--- config.mk ---
export PLATFORM = sky130hd
export DESIGN_NAME = epoch_seconds_to_date_time_top
export DESIGN_NICKNAME = d
export VERILOG_FILES = /design/src/hw/rtl/es2dt_pkg.sv /design/src/hw/rtl/es2dt_cdiv.sv /design/src/hw/rtl/es2dt_date.sv /design/src/hw/rtl/epoch_seconds_to_date_time_top.sv
export SDC_FILE = /design/constraint.sdc
export NUM_CORES = 2
export LEC_CHECK = 0
export ABC_AREA = 1
export BUFFER_PORTS_ARGS = -buffer_cell sky130_fd_sc_hd__buf_2
export CAP_MARGIN = 20
export CORE_MARGIN = 2
export CORE_UTILIZATION = 43
export DETAILED_ROUTE_END_ITERATION = 16
export PLACE_DENSITY = 0.69
export SLEW_MARGIN = 10
export SYNTH_ARGS = -nofsm -noshare
export SYNTH_HDL_FRONTEND = slang
export SYNTH_HIERARCHICAL = 1
export SYNTH_SLANG_ARGS = --single-unit
--- constraint.sdc ---
create_clock -name i_clk -period 7.7 [get_ports i_clk]
set_input_delay 1.155 -clock i_clk [delete_from_list [all_inputs] [get_ports i_clk]]
set_output_delay 1.155 -clock i_clk [all_outputs]
set_load 0.01 [all_outputs]
--- src/hw/rtl/es2dt_pkg.sv ---
package es2dt_pkg;

    // Input word
    localparam int EPOCH_W    = 32;
    localparam int MAG_W      = 31;

    // Intermediate counts (sized to what the divider stages can produce)
    localparam int MINS_W     = 26;
    localparam int HOURS_W    = 21;
    localparam int DAYS_W     = 17;
    localparam int ERA_DAYS_W = 18;
    localparam int QUAD_W     = 8;
    localparam int QREM_W     = 11;
    localparam int YOFF_W     = 2;
    localparam int DOY_W      = 9;

    // Result fields
    localparam int SEC_W      = 6;
    localparam int MIN_W      = 6;
    localparam int HOUR_W     = 5;
    localparam int DAY_W      = 5;
    localparam int MON_W      = 4;
    localparam int YEAR_W     = 11;

    localparam int SECS_PER_MIN   = 60;
    localparam int MINS_PER_HOUR  = 60;
    localparam int HOURS_PER_DAY  = 24;
    localparam int DAYS_PER_QUAD  = 1461;
    localparam int MONTHS         = 12;

    // Days are counted from 1968-01-01, the leap year that opens the
    // four-year cycle holding 1970-01-01.
    localparam int ERA_YEAR        = 1968;
    localparam int ERA_OFFSET_DAYS = 731;

    // First day of each year within a four-year cycle (first year is leap)
    localparam logic [QREM_W-1:0] QUAD_YEAR_START [0:3] = '{
        11'd0, 11'd366, 11'd731, 11'd1096
    };

    // Day of year (from 0) on which each month starts in a common year
    localparam logic [DOY_W-1:0] MONTH_FIRST [0:MONTHS-1] = '{
        9'd0,   9'd31,  9'd59,  9'd90,  9'd120, 9'd151,
        9'd181, 9'd212, 9'd243, 9'd273, 9'd304, 9'd334
    };

    // Time of day carried alongside the date computation
    typedef struct packed {
        logic              bad;
        logic [SEC_W-1:0]  sec;
        logic [MIN_W-1:0]  minute;
        logic [HOUR_W-1:0] hour;
    } t_tod;

endpackage

--- src/hw/rtl/es2dt_cdiv.sv ---
module es2dt_cdiv #(
    parameter int XW = 31,
    parameter int D  = 60,
    parameter int SW = 1,
    localparam int QW = $clog2(((64'd1 << XW) - 64'd1) / 64'(D) + 64'd1),
    localparam int RW = $clog2(D)
) (
    input  logic          i_clk,
    input  logic          i_rst_n,
    input  logic          i_valid,
    output logic          o_stall,
    input  logic [XW-1:0] i_x,
    input  logic [SW-1:0] i_side,
    output logic          o_valid,
    input  logic          i_stall,
    output logic [QW-1:0] o_q,
    output logic [RW-1:0] o_r,
    output logic [SW-1:0] o_side
);

    // Round-up reciprocal: exact quotient for every XW-bit dividend.
    localparam int K = XW + RW;
    localparam longint unsigned M = ((64'd1 << K) + 64'(D) - 64'd1) / 64'(D);
    localparam int MW = $clog2(M + 64'd1);
    localparam int PW = XW + MW;

    logic          r_a_vld;
    logic [XW-1:0] r_a_x;
    logic [SW-1:0] r_a_side;
    logic [PW-1:0] r_a_prod;

    logic          r_b_vld;
    logic [QW-1:0] r_b_q;
    logic [RW-1:0] r_b_r;
    logic [SW-1:0] r_b_side;

    logic          w_adv_a;
    logic          w_adv_b;
    logic [PW-1:0] w_shift;
    logic [QW-1:0] w_q;
    logic [XW-1:0] w_rem;

    assign w_adv_b = !r_b_vld || !i_stall;
    assign w_adv_a = !r_a_vld || w_adv_b;
    assign o_stall = !w_adv_a;

    assign w_shift = r_a_prod >> K;
    assign w_q     = w_shift[QW-1:0];
    assign w_rem   = r_a_x - XW'(w_q) * XW'(D);

    always_ff @(posedge i_clk) begin
        if (!i_rst_n) begin
            r_a_vld <= 1'b0;
            r_b_vld <= 1'b0;
        end else begin
            if (w_adv_a) begin
                r_a_vld <= i_valid;
            end
            if (w_adv_b) begin
                r_b_vld <= r_a_vld;
            end
        end
    end

    always_ff @(posedge i_clk) begin
        if (w_adv_a && i_valid) begin
            r_a_x    <= i_x;
            r_a_side <= i_side;
            r_a_prod <= PW'(i_x) * PW'(M);
        end
        if (w_adv_b && r_a_vld) begin
            r_b_q    <= w_q;
            r_b_r    <= w_rem[RW-1:0];
            r_b_side <= r_a_side;
        end
    end

    assign o_valid = r_b_vld;
    assign o_q     = r_b_q;
    assign o_r     = r_b_r;
    assign o_side  = r_b_side;

endmodule

--- src/hw/rtl/es2dt_date.sv ---
module es2dt_date (
    input  logic                         i_clk,
    input  logic                         i_rst_n,
    input  logic                         i_valid,
    output logic                         o_stall,
    input  logic [es2dt_pkg::QUAD_W-1:0] i_quad,
    input  logic [es2dt_pkg::QREM_W-1:0] i_qrem,
    input  es2dt_pkg::t_tod              i_tod,
    output logic                         o_valid,
    input  logic                         i_stall,
    output logic [es2dt_pkg::YEAR_W-1:0] o_year,
    output logic [es2dt_pkg::MON_W-1:0]  o_month,
    output logic [es2dt_pkg::DAY_W-1:0]  o_day,
    output es2dt_pkg::t_tod              o_tod
);

    import es2dt_pkg::*;

    // Stage A: year within the four-year cycle and day of year
    logic              r_a_vld;
    logic [YEAR_W-1:0] r_a_year;
    logic [DOY_W-1:0]  r_a_doy;
    logic              r_a_leap;
    t_tod              r_a_tod;

    // Stage B: month and day of month
    logic              r_b_vld;
    logic [YEAR_W-1:0] r_b_year;
    logic [MON_W-1:0]  r_b_month;
    logic [DAY_W-1:0]  r_b_day;
    t_tod              r_b_tod;

    logic              w_adv_a;
    logic              w_adv_b;
    logic [YOFF_W-1:0] n_yoff;
    logic [QREM_W-1:0] n_ystart;
    logic [QREM_W-1:0] w_doy_full;
    logic [MON_W-1:0]  n_month;
    logic [DOY_W-1:0]  n_mstart;

    assign w_adv_b = !r_b_vld || !i_stall;
    assign w_adv_a = !r_a_vld || w_adv_b;
    assign o_stall = !w_adv_a;

    always_comb begin
        n_yoff   = '0;
        n_ystart = QUAD_YEAR_START[0];
        for (int k = 1; k < 4; k++) begin
            if (i_qrem >= QUAD_YEAR_START[k]) begin
                n_yoff   = YOFF_W'(k);
                n_ystart = QUAD_YEAR_START[k];
            end
        end
    end

    assign w_doy_full = i_qrem - n_ystart;

    // Months after February move by one day in a leap year.
    always_comb begin
        logic [DOY_W-1:0] first;
        n_month  = MON_W'(1);
        n_mstart = MONTH_FIRST[0];
        for (int k = 1; k < MONTHS; k++) begin
            first = MONTH_FIRST[k] + ((k >= 2) ? DOY_W'(r_a_leap) : '0);
            if (r_a_doy >= first) begin
                n_month  = MON_W'(k + 1);
                n_mstart = first;
            end
        end
    end

    always_ff @(posedge i_clk) begin
        if (!i_rst_n) begin
            r_a_vld <= 1'b0;
            r_b_vld <= 1'b0;
        end else begin
            if (w_adv_a) begin
                r_a_vld <= i_valid;
            end
            if (w_adv_b) begin
                r_b_vld <= r_a_vld;
            end
        end
    end

    always_ff @(posedge i_clk) begin
        if (w_adv_a && i_valid) begin
            r_a_year <= YEAR_W'(ERA_YEAR) + YEAR_W'({i_quad, n_yoff});
            r_a_doy  <= w_doy_full[DOY_W-1:0];
            r_a_leap <= (n_yoff == '0);
            r_a_tod  <= i_tod;
        end
        if (w_adv_b && r_a_vld) begin
            r_b_year  <= r_a_year;
            r_b_month <= n_month;
            r_b_day   <= DAY_W'(r_a_doy - n_mstart + DOY_W'(1));
            r_b_tod   <= r_a_tod;
        end
    end

    assign o_valid = r_b_vld;
    assign o_year  = r_b_year;
    assign o_month = r_b_month;
    assign o_day   = r_b_day;
    assign o_tod   = r_b_tod;

endmodule

--- src/hw/rtl/epoch_seconds_to_date_time_top.sv ---
// Seconds-since-1970 to calendar date and time of day.
//
// Input channel: i_valid / o_stall carry one 32-bit signed word of seconds
// since 1970-01-01 00:00:00. A word is taken on a rising edge with i_valid
// high and o_stall low. A negative word yields o_bad_input = 1 with every
// other field zero.
// Output channel: o_valid / i_stall carry one result word per input word:
// second, minute, hour, day of month, month and year (1970 to 2038).
//
// The pipeline holds 11 register stages: four divide-by-constant units of two
// stages each (by 60, 60, 24 and by 1461 days per four-year cycle), two
// date stages and the output register. Throughput is one word per cycle
// while i_stall stays low; the multiplier in each divider stage sets the
// clock period.
// Each stage moves as soon as the one after it has room, so a stall at the
// output fills empty stages first and only then raises o_stall.
// Reset (i_rst_n low, synchronous) clears every valid bit; words in flight
// are dropped.
module epoch_seconds_to_date_time_top (
    input  logic                                i_clk,
    input  logic                                i_rst_n,
    input  logic                                i_valid,
    output logic                                o_stall,
    input  logic signed [es2dt_pkg::EPOCH_W-1:0] i_epoch_seconds,
    output logic                                o_valid,
    input  logic                                i_stall,
    output logic                                o_bad_input,
    output logic [es2dt_pkg::SEC_W-1:0]         o_second_of_minute,
    output logic [es2dt_pkg::MIN_W-1:0]         o_minute_of_hour,
    output logic [es2dt_pkg::HOUR_W-1:0]        o_hour_of_day,
    output logic [es2dt_pkg::DAY_W-1:0]         o_day_of_month,
    output logic [es2dt_pkg::MON_W-1:0]         o_month_of_year,
    output logic [es2dt_pkg::YEAR_W-1:0]        o_calendar_year
);

    import es2dt_pkg::*;

    // Seconds -> total minutes, second of minute
    logic                         w_s_vld;
    logic                         w_s_stall;
    logic [MINS_W-1:0]            w_mins;
    logic [SEC_W-1:0]             w_sec;
    logic                         w_s_bad;

    // Minutes -> total hours, minute of hour
    logic                         w_m_vld;
    logic                         w_m_stall;
    logic [HOURS_W-1:0]           w_hours;
    logic [MIN_W-1:0]             w_min;
    logic [SEC_W:0]               w_m_side;

    // Hours -> days since 1970, hour of day
    logic                         w_h_vld;
    logic                         w_h_stall;
    logic [DAYS_W-1:0]            w_days;
    logic [HOUR_W-1:0]            w_hour;
    logic [SEC_W+MIN_W:0]         w_h_side;
    logic [ERA_DAYS_W-1:0]        w_era_days;
    t_tod                         w_h_tod;

    // Days since 1968 -> four-year cycle and day within it
    logic                         w_q_vld;
    logic                         w_q_stall;
    logic [QUAD_W-1:0]            w_quad;
    logic [QREM_W-1:0]            w_qrem;
    t_tod                         w_q_tod;

    // Date
    logic                         w_d_vld;
    logic                         w_d_stall;
    logic [YEAR_W-1:0]            w_year;
    logic [MON_W-1:0]             w_month;
    logic [DAY_W-1:0]             w_day;
    t_tod                         w_d_tod;

    // Output register
    logic                         r_o_vld;
    logic                         r_o_bad;
    logic [SEC_W-1:0]             r_o_sec;
    logic [MIN_W-1:0]             r_o_min;
    logic [HOUR_W-1:0]            r_o_hour;
    logic [DAY_W-1:0]             r_o_day;
    logic [MON_W-1:0]             r_o_month;
    logic [YEAR_W-1:0]            r_o_year;
    logic                         w_adv_o;

    // The sign bit rides along as the error flag; the low bits are
    // converted anyway and zeroed at the output.
    es2dt_cdiv #(
        .XW (MAG_W),
        .D  (SECS_PER_MIN),
        .SW (1)
    ) u_div_sec (
        .i_clk   (i_clk),
        .i_rst_n (i_rst_n),
        .i_valid (i_valid),
        .o_stall (o_stall),
        .i_x     (i_epoch_seconds[MAG_W-1:0]),
        .i_side  (i_epoch_seconds[EPOCH_W-1]),
        .o_valid (w_s_vld),
        .i_stall (w_s_stall),
        .o_q     (w_mins),
        .o_r     (w_sec),
        .o_side  (w_s_bad)
    );

    es2dt_cdiv #(
        .XW (MINS_W),
        .D  (MINS_PER_HOUR),
        .SW (SEC_W + 1)
    ) u_div_min (
        .i_clk   (i_clk),
        .i_rst_n (i_rst_n),
        .i_valid (w_s_vld),
        .o_stall (w_s_stall),
        .i_x     (w_mins),
        .i_side  ({w_s_bad, w_sec}),
        .o_valid (w_m_vld),
        .i_stall (w_m_stall),
        .o_q     (w_hours),
        .o_r     (w_min),
        .o_side  (w_m_side)
    );

    es2dt_cdiv #(
        .XW (HOURS_W),
        .D  (HOURS_PER_DAY),
        .SW (SEC_W + MIN_W + 1)
    ) u_div_hour (
        .i_clk   (i_clk),
        .i_rst_n (i_rst_n),
        .i_valid (w_m_vld),
        .o_stall (w_m_stall),
        .i_x     (w_hours),
        .i_side  ({w_m_side, w_min}),
        .o_valid (w_h_vld),
        .i_stall (w_h_stall),
        .o_q     (w_days),
        .o_r     (w_hour),
        .o_side  (w_h_side)
    );

    // Rebase the day count to 1968-01-01 so each cycle opens on a leap
    // year. Every fourth year is leap from 1968 through 2038: 2000 keeps
    // its leap day under the 400-year rule and 2100 is out of reach.
    assign w_era_days = ERA_DAYS_W'(w_days) + ERA_DAYS_W'(ERA_OFFSET_DAYS);
    assign w_h_tod    = {w_h_side, w_hour};

    es2dt_cdiv #(
        .XW ($bits(w_era_days)),
        .D  (DAYS_PER_QUAD),
        .SW ($bits(t_tod))
    ) u_div_quad (
        .i_clk   (i_clk),
        .i_rst_n (i_rst_n),
        .i_valid (w_h_vld),
        .o_stall (w_h_stall),
        .i_x     (w_era_days),
        .i_side  (w_h_tod),
        .o_valid (w_q_vld),
        .i_stall (w_q_stall),
        .o_q     (w_quad),
        .o_r     (w_qrem),
        .o_side  (w_q_tod)
    );

    es2dt_date u_date (
        .i_clk   (i_clk),
        .i_rst_n (i_rst_n),
        .i_valid (w_q_vld),
        .o_stall (w_q_stall),
        .i_quad  (w_quad),
        .i_qrem  (w_qrem),
        .i_tod   (w_q_tod),
        .o_valid (w_d_vld),
        .i_stall (w_d_stall),
        .o_year  (w_year),
        .o_month (w_month),
        .o_day   (w_day),
        .o_tod   (w_d_tod)
    );

    // Output register: hold while the receiver stalls, take the next word
    // whenever it is empty or being drained.
    assign w_adv_o   = !r_o_vld || !i_stall;
    assign w_d_stall = !w_adv_o;

    always_ff @(posedge i_clk) begin
        if (!i_rst_n) begin
            r_o_vld <= 1'b0;
        end else if (w_adv_o) begin
            r_o_vld <= w_d_vld;
        end
    end

    // Negative input: flag it and clear every other field.
    always_ff @(posedge i_clk) begin
        if (w_adv_o && w_d_vld) begin
            r_o_bad <= w_d_tod.bad;
            if (w_d_tod.bad) begin
                r_o_sec   <= '0;
                r_o_min   <= '0;
                r_o_hour  <= '0;
                r_o_day   <= '0;
                r_o_month <= '0;
                r_o_year  <= '0;
            end else begin
                r_o_sec   <= w_d_tod.sec;
                r_o_min   <= w_d_tod.minute;
                r_o_hour  <= w_d_tod.hour;
                r_o_day   <= w_day;
                r_o_month <= w_month;
                r_o_year  <= w_year;
            end
        end
    end

    assign o_valid            = r_o_vld;
    assign o_bad_input        = r_o_bad;
    assign o_second_of_minute = r_o_sec;
    assign o_minute_of_hour   = r_o_min;
    assign o_hour_of_day      = r_o_hour;
    assign o_day_of_month     = r_o_day;
    assign o_month_of_year    = r_o_month;
    assign o_calendar_year    = r_o_year;

endmodule

# Word level (Yosys, flattened, before mapping)
# Cells that the tools add are included.
[classes]
add_sub_neg = 19
mul = 8
div_mod_pow = 0
magnitude_cmp = 14
n_eq_ne = 0
shift = 0
mux = 27
bitwise = 0
n_reduce_logical = 37
[op_table]
columns = ["operator", "n"]
rows = [
  ["$ge 9x9->1", 7],
  ["$mul 31x32->63 const B", 1],
  ["$mux 5", 11],
  ["$mul 26x27->53 const B", 1],
  ["$mul 21x22->43 const B", 1],
  ["$mul 18x19->37 const B", 1],
  ["$add 8x1->9 const A", 4],
  ["$add 9x1->9 const A", 3],
  ["$mux 9", 3],
  ["$mul 26x4->4 const B", 1],
  ["$mux 3", 8],
  ["$mul 21x4->4 const B", 1],
  ["$add 17x10->18 const B", 1],
  ["$ge 9x8->1", 2],
  ["$mul 17x2->2 const B", 1],
  ["$add 7x1->8 const A", 2],
  ["$logic_not 1->1", 13],
  ["$sub 6x6->6", 2],
  ["$add 11x10->11 const A", 1],
  ["$ge 11x10->1 const B", 1],
  ["$ge 11x11->1 const B", 1],
  ["$ge 11x9->1 const B", 1],
  ["$logic_and 1x1->1", 11],
  ["$logic_or 1x1->1", 11],
  ["12 further kinds", 16],
]
[totals]
reg_bits = 528
latchBits = 0
ramBits = 0
romBits = 0
input_bits = 36
output_inout_bits = 40
word_cells = 162
n_memories = 0

# Longest topological paths before layout
[logic_depth]
word_depth = 14
depth_mapped = 34
depth_no_buf = 34

# Cells and area by module
# The synthesis kept the hierarchy.
[by_module_without_submodules]
columns = ["mod", "instances", "cells_per_inst", "area_each_um2", "seq_area_each_um2"]
rows = [
  ["es2dt_cdiv at u_div_sec", 1, 1695, 12838.6, 2021.9],
  ["es2dt_cdiv at u_div_quad", 1, 1046, 9978.3, 2262.2],
  ["es2dt_cdiv at u_div_min", 1, 1157, 9968.3, 2082.0],
  ["es2dt_cdiv at u_div_hour", 1, 983, 9446.6, 2142.1],
  ["es2dt_date", 1, 365, 4006.3, 2352.3],
  ["epoch_seconds_to_date_time_top", 1, 225, 1961.9, 1161.1],
]

# Worst setup path before layout
# No wires, ideal clock.
[synth_timing]
path_kind = "reg2reg"
from = "reg u_div_hour.r_b_q[0], in the netlist u_div_hour/o_q[0]"
to = "reg u_div_quad.r_a_prod[35], data pin"
setup_time_ns = 0.252
arrival_time_ns = 5.544
required_time_ns = 7.448
slack_ns = 1.904
stages_incl_launch_ff = 30
path_buffers = 0
synth_period_minus_slack_ns = 5.796
path_cell_list = "edfxtp_1 -> inv_1 -> ha_1 -> inv_1 -> nand2_1 -> nand2_1 -> nand2_1 -> nand2_1 -> nand2_1 -> nand3_1 -> nand2_1 -> inv_1 -> ha_1 -> fa_1 -> inv_1 -> fa_1 -> fa_1 -> fa_1 -> inv_1 -> fa_1 -> inv_1 -> ha_1 -> a21oi_1 -> o21ai_0 -> nand2_1 -> nand2_1 -> a21oi_1 -> nand2_1 -> nand2_1 -> nand2_1"
[synth_via]
elab_chain_len = 2
[synth_lines]
columns = ["element", "line", "text"]
rows = [
  ["start: declaration", "es2dt_cdiv.sv:33", "logic [QW-1:0] r_b_q;"],
  ["start signal: assignment", "es2dt_cdiv.sv:72", "r_b_q <= w_q;"],
  ["$add 17x10->18", "epoch_seconds_to_date_time_top.sv:146", "assign w_era_days = ERA_DAYS_W'(w_days) + ERA_DAYS_W'(ERA_OFFSET_DAYS);"],
  ["via w_era_days[0]", "epoch_seconds_to_date_time_top.sv:58", "logic [ERA_DAYS_W-1:0] w_era_days;"],
  ["$mul 18x19->37", "es2dt_cdiv.sv:69", "r_a_prod <= PW'(i_x) * PW'(M);"],
  ["end signal: assignment", "es2dt_cdiv.sv:69", ""],
  ["end: declaration", "es2dt_cdiv.sv:30", "logic [PW-1:0] r_a_prod;"],
]
# The timed path passes the listed nets, and every way through them passes these cells.
# A chain may end at the register's enable or synchronous reset.

# Worst setup path after layout
[layout_timing]
from = "reg u_div_hour.r_b_q[0], in the netlist u_div_hour/o_q[0]"
to = "reg u_div_quad.r_a_prod[36], data pin"
# Same word-level chain as after synthesis.

==> flow_summary.yaml <==
outcome:
  outcome: "finished clean"
synth:
  yosys.area_share.simple_pct: 16.8
  synth_compound_area_share_pct: 4.74
  synth_seq_cells: 404
  synth_top_family_by_area: "adder cells"
  synth_xor_area_share_pct: 1.27
  synth-edff-count: 393
  yosysMostFrequentCell: "inv_1"
  ys_async_sr_fraction_pct: 0
  ys_types: 54
  synth_fa_ha_area_share_pct: 41.2
  synth_nets: 6807
  netlist_instances: 5471
  ys.flop_type: "edfxtp_1"
  synth_common_cells: "1,382 x inv_1, 1,097 x nand2_1, 823 x ha_1"
  synth_area_per_cell_um2: 8.81
  yosysSeqAreaShare_pct: 24.9
  synth_top_area_share_pct: 24.5
  synth.area.top_cells: "edfxtp_1 24%, ha_1 21%, fa_1 20%"
  muxShareOfSynthArea_pct: 0
  syn_area_um2: 48200
  synth_warnings: 6
  yosys.area.top_type: "edfxtp_1"
timing:
  post-route-period-util_pct: 83.7
  worst_pin_slew_ps: 1090
  skew_ps: 32.7
  timing.hold.ws_ps: 410
  finalHoldViolCount: 0
  period_needed_ps: 6450
  setup_viol: 0
  rsz0062_at_grt: "false"
  slew_headroom_pct: 26.9
  tns_ps: 0
  fmax_mhz: 155
  finalMaxSlewViolations: 0
global_route:
  antenna_found_initial: 1
  grt_max_degree: 40
  grt.overflow.total: 0
  grt_pass1_vias: 35500
  grt_pass1_wl_um: 190000
  track_usage_pct: 20.9
critical_path:
  slowest_delay_ps: 570
  required_ps: 8040
  cp_common_cell: "nand2_1"
  endpoint_kind: "register"
  critical_path_class: "register to register"
  start_kind: "register"
  critPathMaxFanout: 6
  cp_slowest_cell: "fa_1"
  worstPathArrival_ps: 6790
floorplan:
  die_height_um: 339
  die_w_um: 339
  coreArea_um2: 111000
  rows: 122
  die-area_um2: 115000
  io_pins: 76
  initial_core_util_pct: 43.4
cts:
  insertion_delay_ps: 610
  cts_buffers: 45
  cts_tree: "yes"
  clk_pin_slew_ps: 60
  numClockSinks: 404
  root_buffer: "clkbuf_16"
  htreeDepth: 2
  post_cts_buffers: 0
  clk_path_buf_depth: 3
  cts_resized: 0
  hold_buffers: 0
placed_design:
  placed_cell_area_um2: 50600
  gp_congestion: 0.944
  post-dp-hpwl_um: 105000
  port_buffers: 75
cells_and_area:
  layout-drive-gt1-share_pct: 6.37
  diodes: 0
  ff_latch_area_um2: 12000
  areaGrowthSynthToFinish_pct: 7.99
  multi_input_area_um2: 30900
  final_nets: 6935
  fin_area_um2: 52000
  fill_cells: 10700
detailed_routing:
  viasPerCell: 4.87
  wl_met1_um: 54700
  drt-total-wl_um: 119000
  met3_length_um: 5590
  wl_met2_um: 55400
  wl_per_cell_um: 16.7
  drt-initial-drc-count: 1970
  drc: 0
  ant_nets: 0
  top_layer_used: "met4"
  vias: 34700
  drtPass1Iterations: 5
worst_hold_path:
  hold_path.class: "register to register"
flow_run:
  maxCapViolCount: 0
[logic make-up after synthesis]
| group | Yosys count |
|---|---|
| DFF | 404 |
| and+or+nand+nor | 1862 |
| xor gates and xnor gates | 70 |
| adders and majority gates | 1300 |
| AOI/OAI and AO/OA | 417 |
| buffers and inverters | 1418 |
[metal layers]
layer / track usage [%] / vias to the layer above
met5: 0 / -
met2: 35.3 / 756
li1: - / 17400
met3: 2.43 / 132
met1: 28.5 / 16400
met4: 5.44 / 0
[worst paths after layout]
kind	start	to	slack, ps	cells past startpoint
worst max-delay path	u_div_hour/o_q[0]	u_div_quad/r_a_prod[36]	1250	29
worst min-delay path	u_div_min/r_a_prod[45]	u_div_min/o_q[13]	410	0
worst max register to register	u_div_hour/o_q[0]	u_div_quad/r_a_prod[36]	1250	29
worst min register to register	u_div_min/r_a_prod[45]	u_div_min/o_q[13]	410	0
[worst max-delay path, delay by kind of cell, from the launching register on]
kind | cells | cell delay, ps
adders and majority gates | 8 | 3640
and+or+nand+nor | 12 | 1180
AOI/OAI and AO/OA | 3 | 490
buffers and inverters | 6 | 480
DFF | 1 | 380
[cell usage in the layout (no fill, tap or decap), types with 19 or more instances in the layout]
cell,n
nor3_1,23
o21bai_1,26
clkbuf_16,45
edfxtp_1,393
nor2_4,19
buf_2,75
nand3_1,163
nor3_2,19
nand4_1,53
ha_1,823
fa_1,477
xor2_1,44
nand2_1,1097
xnor2_1,26
o21ai_0,97
nor2_1,338
nor2_2,49
a21oi_1,227
nand2_2,48
inv_2,23
inv_1,1382
[layout make-up]
class	instances	area share (%)
multi-input combinational	3649	59.3
sequential	404	23.1
inverter	1410	10.2
tap	1488	3.58
clock buffer	50	2.20
timing repair buffer	89	0.923
clock inverter	33	0.680
[flip-flops by register name, indices dropped and copies added (netlist names), 17 cells and up]
signal	cells
u_div_quad/r_a_side	18
u_div_min/o_q	21
u_div_min/r_a_prod	21
u_div_quad/o_side	18
u_div_hour/r_a_prod	17
u_date/r_a_tod	18
u_div_sec/r_a_prod	26
u_div_sec/o_q	26
u_div_hour/o_q	17
u_date/o_tod	18
[through the flow]
stage	cells	util (%)	worst slack, ps
global placement	7040	45.6	1170
CTS	7123	46.9	1220
detailed placement	7040	45.6	1170
floorplan	5471	-	1900
finish	7123	46.9	1250
global route	7123	46.9	678
Power is left out: the tool's default activity adds up to more than one toggle a clock period on the data nets, which glitch-free logic cannot reach.
